--- src/rtl/core/hbs_pkg.sv ---
// Package for the HDLC bit-stuffing serializer.
// Holds request codes, configuration indexes, constants and the result type.
// No dependencies.
package hbs_pkg;

  localparam int unsigned BUFFER_DEPTH_DEF = 128;

  localparam logic [7:0] FLAG_PATTERN = 8'h7E;
  localparam logic [2:0] STUFF_LIMIT  = 3'd5;
  localparam logic [7:0] OPEN_RESET   = 8'd100;
  localparam logic [7:0] CLOSE_RESET  = 8'd50;
  localparam logic [7:0] SEL_FIRST    = 8'h01;

  // Request codes carried in the req_type field.
  typedef enum logic [1:0] {
    REQ_TICK  = 2'd0,
    REQ_WRITE = 2'd1,
    REQ_START = 2'd2
  } req_t;

  // Configuration register indexes.
  localparam int unsigned CFG_IDX_W = 1;
  localparam logic [CFG_IDX_W-1:0] CFG_OPEN_FLAGS  = 1'd0;
  localparam logic [CFG_IDX_W-1:0] CFG_CLOSE_FLAGS = 1'd1;

  // One result transaction.
  typedef struct packed {
    logic bit_valid;
    logic bit_value;
    logic bit_is_stuffed;
    logic transmit_active;
  } result_t;

endpackage

--- src/rtl/core/hbs_frame_buf.sv ---
// Frame byte store: one write port, one registered read port.
// A write to the address being read in the same cycle is forwarded.
// Depends on nothing but its parameters.
module hbs_frame_buf #(
  parameter int unsigned DEPTH = 128,
  parameter int unsigned AW    = $clog2(DEPTH)
) (
  input  logic          clk,
  input  logic          rst_n,
  input  logic          wr_en,
  input  logic [AW-1:0] wr_addr,
  input  logic [7:0]    wr_data,
  input  logic [AW-1:0] rd_addr,
  output logic [7:0]    rd_data
);

  logic [7:0] mem [DEPTH];
  logic [7:0] mem_q_r;
  logic       fwd_r;
  logic [7:0] fwd_data_r;

  always_ff @(posedge clk) begin
    if (wr_en) begin
      mem[wr_addr] <= wr_data;
    end
    mem_q_r    <= mem[rd_addr];
    fwd_data_r <= wr_data;
  end

  always_ff @(posedge clk) begin
    if (!rst_n) begin
      fwd_r <= 1'b0;
    end else begin
      fwd_r <= wr_en && (wr_addr == rd_addr);
    end
  end

  // The memory returns the old byte when read and written together.
  assign rd_data = fwd_r ? fwd_data_r : mem_q_r;

endmodule

--- src/rtl/core/hbs_out_queue.sv ---
// Two-entry result queue that decouples the bit engine from the output side.
// Depends on hbs_pkg.
module hbs_out_queue (
  input  logic            clk,
  input  logic            rst_n,
  input  logic            push,
  input  hbs_pkg::result_t push_data,
  output logic            can_push,
  output logic            out_valid,
  input  logic            out_ready,
  output hbs_pkg::result_t out_data
);

  hbs_pkg::result_t slot_r [2];
  logic       wr_ptr_r;
  logic       rd_ptr_r;
  logic [1:0] count_r;
  logic       pop;

  assign can_push  = (count_r != 2'd2);
  assign out_valid = (count_r != 2'd0);
  assign out_data  = slot_r[rd_ptr_r];
  assign pop       = out_valid && out_ready;

  always_ff @(posedge clk) begin
    if (push) begin
      slot_r[wr_ptr_r] <= push_data;
    end
  end

  always_ff @(posedge clk) begin
    if (!rst_n) begin
      wr_ptr_r <= 1'b0;
      rd_ptr_r <= 1'b0;
      count_r  <= 2'd0;
    end else begin
      if (push) begin
        wr_ptr_r <= ~wr_ptr_r;
      end
      if (pop) begin
        rd_ptr_r <= ~rd_ptr_r;
      end
      case ({push, pop})
        2'b10:   count_r <= count_r + 2'd1;
        2'b01:   count_r <= count_r - 2'd1;
        default: count_r <= count_r;
      endcase
    end
  end

endmodule

--- src/rtl/core/hdlc_bit_stuffing_serializer.sv ---
// Top level of the HDLC bit-stuffing serializer (pre-NRZI bit stream).
// Depends on hbs_pkg, hbs_frame_buf and hbs_out_queue.
//
//   Channel   Direction  Handshake          Payload
//   in_       input      in_valid/in_ready  req_type, byte_address, byte_value, frame_length
//   out_      output     out_valid/out_ready bit_valid, bit_value, bit_is_stuffed,
//                                           transmit_active
//   cfg_      input      cfg_we (no wait)   cfg_index, cfg_wdata
//
// Every input transaction yields exactly one output transaction. One input
// transaction is taken per clock cycle while in_ready is high; the limit is the single
// decision step that updates the bit counters, plus the registered frame buffer read.
// The buffer is read every cycle at the byte position that will hold after
// the current cycle, so the byte under transmission is always ready.
// Reset is synchronous and active low; no clearing pass is needed.
// in_ready drops only while both entries of the output queue are full.
module hdlc_bit_stuffing_serializer #(
  parameter int unsigned BUFFER_DEPTH = hbs_pkg::BUFFER_DEPTH_DEF
) (
  input  logic                          clk,
  input  logic                          rst_n,
  // Input transactions.
  input  logic                          in_valid,
  output logic                          in_ready,
  input  logic [1:0]                    in_req_type,
  input  logic [6:0]                    in_byte_address,
  input  logic [7:0]                    in_byte_value,
  input  logic [7:0]                    in_frame_length,
  // Output transactions.
  output logic                          out_valid,
  input  logic                          out_ready,
  output logic                          out_bit_valid,
  output logic                          out_bit_value,
  output logic                          out_bit_is_stuffed,
  output logic                          out_transmit_active,
  // Configuration writes.
  input  logic                          cfg_we,
  input  logic [hbs_pkg::CFG_IDX_W-1:0] cfg_index,
  input  logic [7:0]                    cfg_wdata
);

  localparam int unsigned AW = $clog2(BUFFER_DEPTH);

  // Configuration registers.
  logic [7:0] open_count_r;
  logic [7:0] close_count_r;

  // Transmit state.
  logic [AW-1:0] pos_r,        pos_nxt;
  logic [7:0]    sel_r,        sel_nxt;
  logic [7:0]    bytes_left_r, bytes_left_nxt;
  logic [7:0]    open_left_r,  open_left_nxt;
  logic [7:0]    close_left_r, close_left_nxt;
  logic [2:0]    ones_r,       ones_nxt;

  logic             accept;
  logic             buf_wr_en;
  logic [AW-1:0]    buf_wr_addr;
  logic [7:0]       cur_byte;
  logic             can_push;
  logic             sel_wrap;
  logic [7:0]       sel_shift;
  logic             flag_b;
  logic             data_b;
  hbs_pkg::result_t res;
  hbs_pkg::result_t out_res;

  assign in_ready = can_push;
  assign accept   = in_valid && in_ready;

  // Writes beyond the buffer are dropped; the address field may be wider
  // or narrower than the buffer index.
  assign buf_wr_en   = accept && (in_req_type == hbs_pkg::REQ_WRITE)
                       && (32'(in_byte_address) < BUFFER_DEPTH);
  assign buf_wr_addr = AW'(in_byte_address);

  hbs_frame_buf #(
    .DEPTH (BUFFER_DEPTH),
    .AW    (AW)
  ) u_frame_buf (
    .clk     (clk),
    .rst_n   (rst_n),
    .wr_en   (buf_wr_en),
    .wr_addr (buf_wr_addr),
    .wr_data (in_byte_value),
    .rd_addr (pos_nxt),
    .rd_data (cur_byte)
  );

  // Bit selection walks one position per flag or data bit, holds on a stuffed zero, and wraps after bit 7.
  assign sel_shift = {sel_r[6:0], 1'b0};
  assign sel_wrap  = (sel_shift == 8'h00);
  assign flag_b    = |(hbs_pkg::FLAG_PATTERN & sel_r);
  assign data_b    = |(cur_byte & sel_r);

  always_comb begin
    pos_nxt        = pos_r;
    sel_nxt        = sel_r;
    bytes_left_nxt = bytes_left_r;
    open_left_nxt  = open_left_r;
    close_left_nxt = close_left_r;
    ones_nxt       = ones_r;
    res            = '0;

    if (accept) begin
      case (in_req_type)
        hbs_pkg::REQ_START: begin
          // A start abandons any frame in flight but keeps the run of ones.
          pos_nxt        = '0;
          sel_nxt        = hbs_pkg::SEL_FIRST;
          open_left_nxt  = open_count_r;
          close_left_nxt = close_count_r;
          bytes_left_nxt = in_frame_length;
        end
        hbs_pkg::REQ_TICK: begin
          if (ones_r == hbs_pkg::STUFF_LIMIT) begin
            // A pending stuffed zero goes out before anything else.
            res.bit_valid      = 1'b1;
            res.bit_is_stuffed = 1'b1;
            ones_nxt           = '0;
          end else if (bytes_left_r != 8'd0) begin
            res.bit_valid = 1'b1;
            sel_nxt       = sel_wrap ? hbs_pkg::SEL_FIRST : sel_shift;
            if (open_left_r != 8'd0) begin
              // Flag ones do not count toward stuffing; flag zeros end a run.
              res.bit_value = flag_b;
              if (!flag_b) begin
                ones_nxt = '0;
              end
              if (sel_wrap) begin
                open_left_nxt = open_left_r - 8'd1;
              end
            end else begin
              res.bit_value = data_b;
              ones_nxt      = data_b ? 3'(ones_r + 3'd1) : 3'd0;
              if (sel_wrap) begin
                pos_nxt        = (pos_r == AW'(BUFFER_DEPTH - 1)) ? '0 : pos_r + AW'(1);
                bytes_left_nxt = bytes_left_r - 8'd1;
              end
            end
          end else if (close_left_r != 8'd0) begin
            res.bit_valid = 1'b1;
            res.bit_value = flag_b;
            sel_nxt       = sel_wrap ? hbs_pkg::SEL_FIRST : sel_shift;
            if (!flag_b) begin
              ones_nxt = '0;
            end
            if (sel_wrap) begin
              close_left_nxt = close_left_r - 8'd1;
            end
          end
        end
        default: begin
          // Writes go to the buffer; unknown codes change nothing.
        end
      endcase
    end

    res.transmit_active = (bytes_left_nxt != 8'd0) || (close_left_nxt != 8'd0);
  end

  always_ff @(posedge clk) begin
    if (!rst_n) begin
      pos_r         <= '0;
      sel_r         <= hbs_pkg::SEL_FIRST;
      bytes_left_r  <= '0;
      open_left_r   <= '0;
      close_left_r  <= '0;
      ones_r        <= '0;
      open_count_r  <= hbs_pkg::OPEN_RESET;
      close_count_r <= hbs_pkg::CLOSE_RESET;
    end else begin
      pos_r        <= pos_nxt;
      sel_r        <= sel_nxt;
      bytes_left_r <= bytes_left_nxt;
      open_left_r  <= open_left_nxt;
      close_left_r <= close_left_nxt;
      ones_r       <= ones_nxt;
      if (cfg_we) begin
        case (cfg_index)
          hbs_pkg::CFG_OPEN_FLAGS:  open_count_r  <= cfg_wdata;
          hbs_pkg::CFG_CLOSE_FLAGS: close_count_r <= cfg_wdata;
          default: begin
          end
        endcase
      end
    end
  end

  // Results queue up here so a stalled consumer does not stop the engine
  // until both entries are taken.
  hbs_out_queue u_out_queue (
    .clk       (clk),
    .rst_n     (rst_n),
    .push      (accept),
    .push_data (res),
    .can_push  (can_push),
    .out_valid (out_valid),
    .out_ready (out_ready),
    .out_data  (out_res)
  );

  assign out_bit_valid       = out_res.bit_valid;
  assign out_bit_value       = out_res.bit_value;
  assign out_bit_is_stuffed  = out_res.bit_is_stuffed;
  assign out_transmit_active = out_res.transmit_active;

endmodule
--- config.mk ---
export PLATFORM = sky130hd
export DESIGN_NAME = hdlc_bit_stuffing_serializer
export DESIGN_NICKNAME = d
export VERILOG_FILES = /design/src/rtl/core/hbs_pkg.sv /design/src/rtl/core/hbs_frame_buf.sv /design/src/rtl/core/hbs_out_queue.sv /design/src/rtl/core/hdlc_bit_stuffing_serializer.sv
export SDC_FILE = /design/constraint.sdc
export NUM_CORES = 2
export LEC_CHECK = 0
export BUFFER_PORTS_ARGS = -buffer_cell sky130_fd_sc_hd__buf_2
export CAP_MARGIN = 25
export CORE_MARGIN = 10
export CORE_UTILIZATION = 40
export CTS_BUF_LIST = sky130_fd_sc_hd__clkbuf_16
export CTS_CLUSTER_DIAMETER = 60
export DETAILED_ROUTE_END_ITERATION = 10
export GPL_ROUTABILITY_DRIVEN = 0
export PLACE_DENSITY_LB_ADDON = 0.12
export RECOVER_POWER = 25
export SLEW_MARGIN = 20
export SYNTH_ARGS = -nofsm -noshare
export SYNTH_HDL_FRONTEND = slang
export SYNTH_SLANG_ARGS = --single-unit
export TNS_END_PERCENT = 1
--- constraint.sdc ---
create_clock -name clk -period 10 [get_ports clk]
set_input_delay 1 -clock clk [delete_from_list [all_inputs] [get_ports clk]]
set_output_delay 1 -clock clk [all_outputs]
set_load 0.05 [all_outputs]
==> impl_metrics.env <==
export IMPL_hold_class="reg2reg"
export IMPL_internal_power_uw=7623
export IMPL_max_freq_mhz=165.9
export IMPL_layout_setup_ws_ns=3.972
export IMPL_antenna_left=0
export IMPL_cp_slowest_cell="clkbuf_1"
export IMPL_grt_overflow_total=0
export IMPL_avgSynthCellArea_um2=12.68
export IMPL_cts_resized=0
export IMPL_nets=3636
export IMPL_grt_setup_unrepaired="no"
export IMPL_htree_num_levels=3
export IMPL_synth_top_area_share_pct=68.10
export IMPL_period_needed_ns=6.028
export IMPL_cp_start_kind="input port"
export IMPL_clk_path_buf_depth=3
export IMPL_clkPwrFrac_pct=43.9
export IMPL_setup_tns_ns=0
export IMPL_critPathMaxStageDelay_ns=3.01
export IMPL_yosysMostFrequentCell="edfxtp_1"
export IMPL_worst_hold_slack_ns=0.4669
export IMPL_grt_antenna_before_repair=7
export IMPL_dp_hpwl_um=86030
export IMPL_synth_edff_count=1032
export IMPL_final_hold_violation_count=0
export IMPL_n_antenna_cell=0
export IMPL_swShare_pct=22.05
export IMPL_cts_sinks=1112
export IMPL_synthTopCellsByArea="edfxtp_1 (68%), nand2_1 (7.5%), dfxtp_1 (3.5%), nand3_1 (2.6%), nor2_1 (1.8%)"
export IMPL_total_power_uw=9780
export IMPL_drive_above_1_share_pct=8.349
export IMPL_tightest_slew_ns=4.246
export IMPL_synthArstFlopShare_pct=0
export IMPL_nFillCells=10350
export IMPL_cts_tree="done"
export IMPL_worstHoldStart="open_count_r[4]$_SDFFE_PN0P_"
export IMPL_cp_end_kind="flop"
export IMPL_r2r_start="open_left_r[2]$_SDFFE_PN0P_"
export IMPL_share_comb_of_total_power_pct=3.5
export IMPL_first_pass_iters=5
export IMPL_wl_um=146200
export IMPL_drtIter0Drc=3169
export IMPL_synth_largest_area_cell="edfxtp_1"
export IMPL_vdd_ir_drop_worst_v=0.0001490
export IMPL_synth_common_cells="edfxtp_1 (1032), nand2_1 (908), nand3_1 (235), nor2_1 (213), buf_2 (115)"
export IMPL_holdBufCountCts=0
export IMPL_path_max_fanout=84
export IMPL_cp_data_required_time_ns=9.89
export IMPL_crit_start="in_byte_value[5]"
export IMPL_ys_seq_area_share_pct=71.62
export IMPL_relSlewSlack_pct=-183.1
export IMPL_power_density_nw_per_um2=192.2
export IMPL_critical_path_top_delay_family="buffers and inverters"
export IMPL_seq_power_share_pct=52.6
export IMPL_coreArea_um2=112700
export IMPL_io_buffers=44
export IMPL_syn_inst=3588
export IMPL_crit_chain="clkbuf_1 -> clkbuf_1"
export IMPL_wl_per_cell_um=28.17
export IMPL_clkTransAtPathRegs_ns=0.06
export IMPL_drc_errors=0
export IMPL_start_util_pct=40.39
export IMPL_setup_violations=0
export IMPL_cp_buffers_inverters=2
export IMPL_fp_row_count=123
export IMPL_cts_setup_buffers=0
export IMPL_first_global_vias=28640
export IMPL_fp_dieH_um=357.3
export IMPL_clk_latency_ns=0.73
export IMPL_track_usage_pct=22.35
export IMPL_vias=30240
export IMPL_skew_ns=0.03576
export IMPL_status="finished with violations"
export IMPL_ys_flop_type="edfxtp_1"
export IMPL_path_common_cell="clkbuf_1"
export IMPL_viasPerCell=5.828
export IMPL_ys_ff_latch=1112
export IMPL_numCtsBuffers=120
export IMPL_synth_nets=3635
export IMPL_crit_type="in2reg"
export IMPL_dieArea_um2=127700
export IMPL_period_share_pct=60.28
export IMPL_syn2layout_area_growth_pct=11.84
export IMPL_drv_cap=13
export IMPL_grt_max_degree=123
export IMPL_root_buffer="clkbuf_16"
export IMPL_grt_first_pass_wirelength_um=209800
export IMPL_fp_dieW_um=357.3
export IMPL_switchingPower_uw=2156
export IMPL_syn_area_um2=45510
export IMPL_violations="capacitance limit, slew limit"
export IMPL_dp_slack_ns=4.321
export IMPL_ioPinCount=45
export IMPL_drv_slew=832
export IMPL_yosysWarningCount=0
export IMPL_critPathArrivalTime_ns=5.92
export IMPL_synth_cell_type_count=74
export IMPL_leakage_uw=0.01689
==> metrics by stage <==
step / utilization (%) / cells / instance area, µm²
5_1_grt: 45.18 / 5189 / 50890
4_1_cts: 45.20 / 5186 / 50920
2_1_floorplan: - / 3588 / 45510
3_5_place_dp: 41.85 / 4964 / 47140
3_3_place_gp: 41.83 / 4962 / 47130
6_report: 45.18 / 5189 / 50890
==> state kept, by name, summed over array words and instances (netlist names), named ones only <==
| register | flops |
|---|---|
| bytes_left_r | 8 |
| close_count_r | 8 |
| close_left_r | 8 |
| ones_r | 3 |
| open_count_r | 8 |
| open_left_r | 8 |
| pos_r | 7 |
| sel_r | 8 |
| u_frame_buf.fwd_data_r | 8 |
| u_frame_buf.fwd_r | 1 |
| u_frame_buf.mem | 1024 |
| u_frame_buf.mem_q_r | 8 |
| u_out_queue.count_r | 2 |
| u_out_queue.rd_ptr_r | 1 |
| u_out_queue.slot_r | 8 |
| u_out_queue.wr_ptr_r | 1 |
==> power by group through the flow <==
stage / combinational (µW) / sequential, µW / clock [µW]
2_1_floorplan: 190 / 5220 / 0
3_3_place_gp: 348 / 5230 / 0
3_5_place_dp: 350 / 5230 / 0
4_1_cts: 351 / 5130 / 4350
5_1_grt: 375 / 5140 / 4520
6_report: 347 / 5140 / 4290
==> final timing paths <==
| path | end | slack [ns] | cells after the start |
|---|---|---|---|
| setup / recovery | u_frame_buf.mem[48][5]$_DFFE_PP_ | 3.97 | 2 |
| hold / removal | open_count_r[4]$_SDFFE_PN0P_ | 0.47 | 2 |
| setup reg to reg | u_frame_buf.mem_q_r[2]$_DFF_P_ | 4.47 | 13 |
| hold reg to reg | open_count_r[4]$_SDFFE_PN0P_ | 0.47 | 2 |
==> per-layer routing <==
layer / wire length [µm] / GRT usage, % / up-vias
li1: - / - / 13450
met1: 63600 / 31.28 / 15330
met2: 66960 / 34.97 / 1204
met3: 10360 / 3.928 / 250
met4: 5266 / 7.599 / 2
met5: 13 / 0 / -
==> cell usage in the layout, fill, tap and decap left out, drive strengths merged, types with 15 or more instances in the layout <==
master,instances
a211oi,76
a21oi,97
a221oi,15
a311oi,82
a31oi,90
a32oi,43
and3,111
buf,98
clkbuf,138
clkinv,48
dfxtp,80
edfxtp,1032
inv,50
mux2i,47
nand2,909
nand3,236
nand4,19
nor2,217
nor3,32
o21ai,61
==> layout make-up <==
cell class	instances	area (µm²)	area share (%)
timing repair buffer	113	779.5	1.532
clock buffer	123	3078	6.048
sequential	1112	32590	64.04
tap	1500	1877	3.688
inverter	12	45.04	0.08850
clock inverter	99	701.9	1.379
multi-input combinational	2230	11820	23.23
==> worst register-to-register path: cells and delay by family, from the launching register on <==
kind | cells | cell delay, ns
AOI/OAI and AO/OA | 5 | 2.16
and+or+nand+nor | 6 | 1.92
buffers and inverters | 2 | 1.06
DFF | 1 | 0.35
==> cell families after synthesis <==
group	after synthesis	share of synthesized area, %
fa+ha+maj	8	0.2200
buf+inv	246	2.675
simple gates	1583	14.97
compound gates	566	8.911
mux	60	1.356
xor+xnor	13	0.2502
flops	1112	71.62
Note: power is estimated with default switching activity, not from simulation.
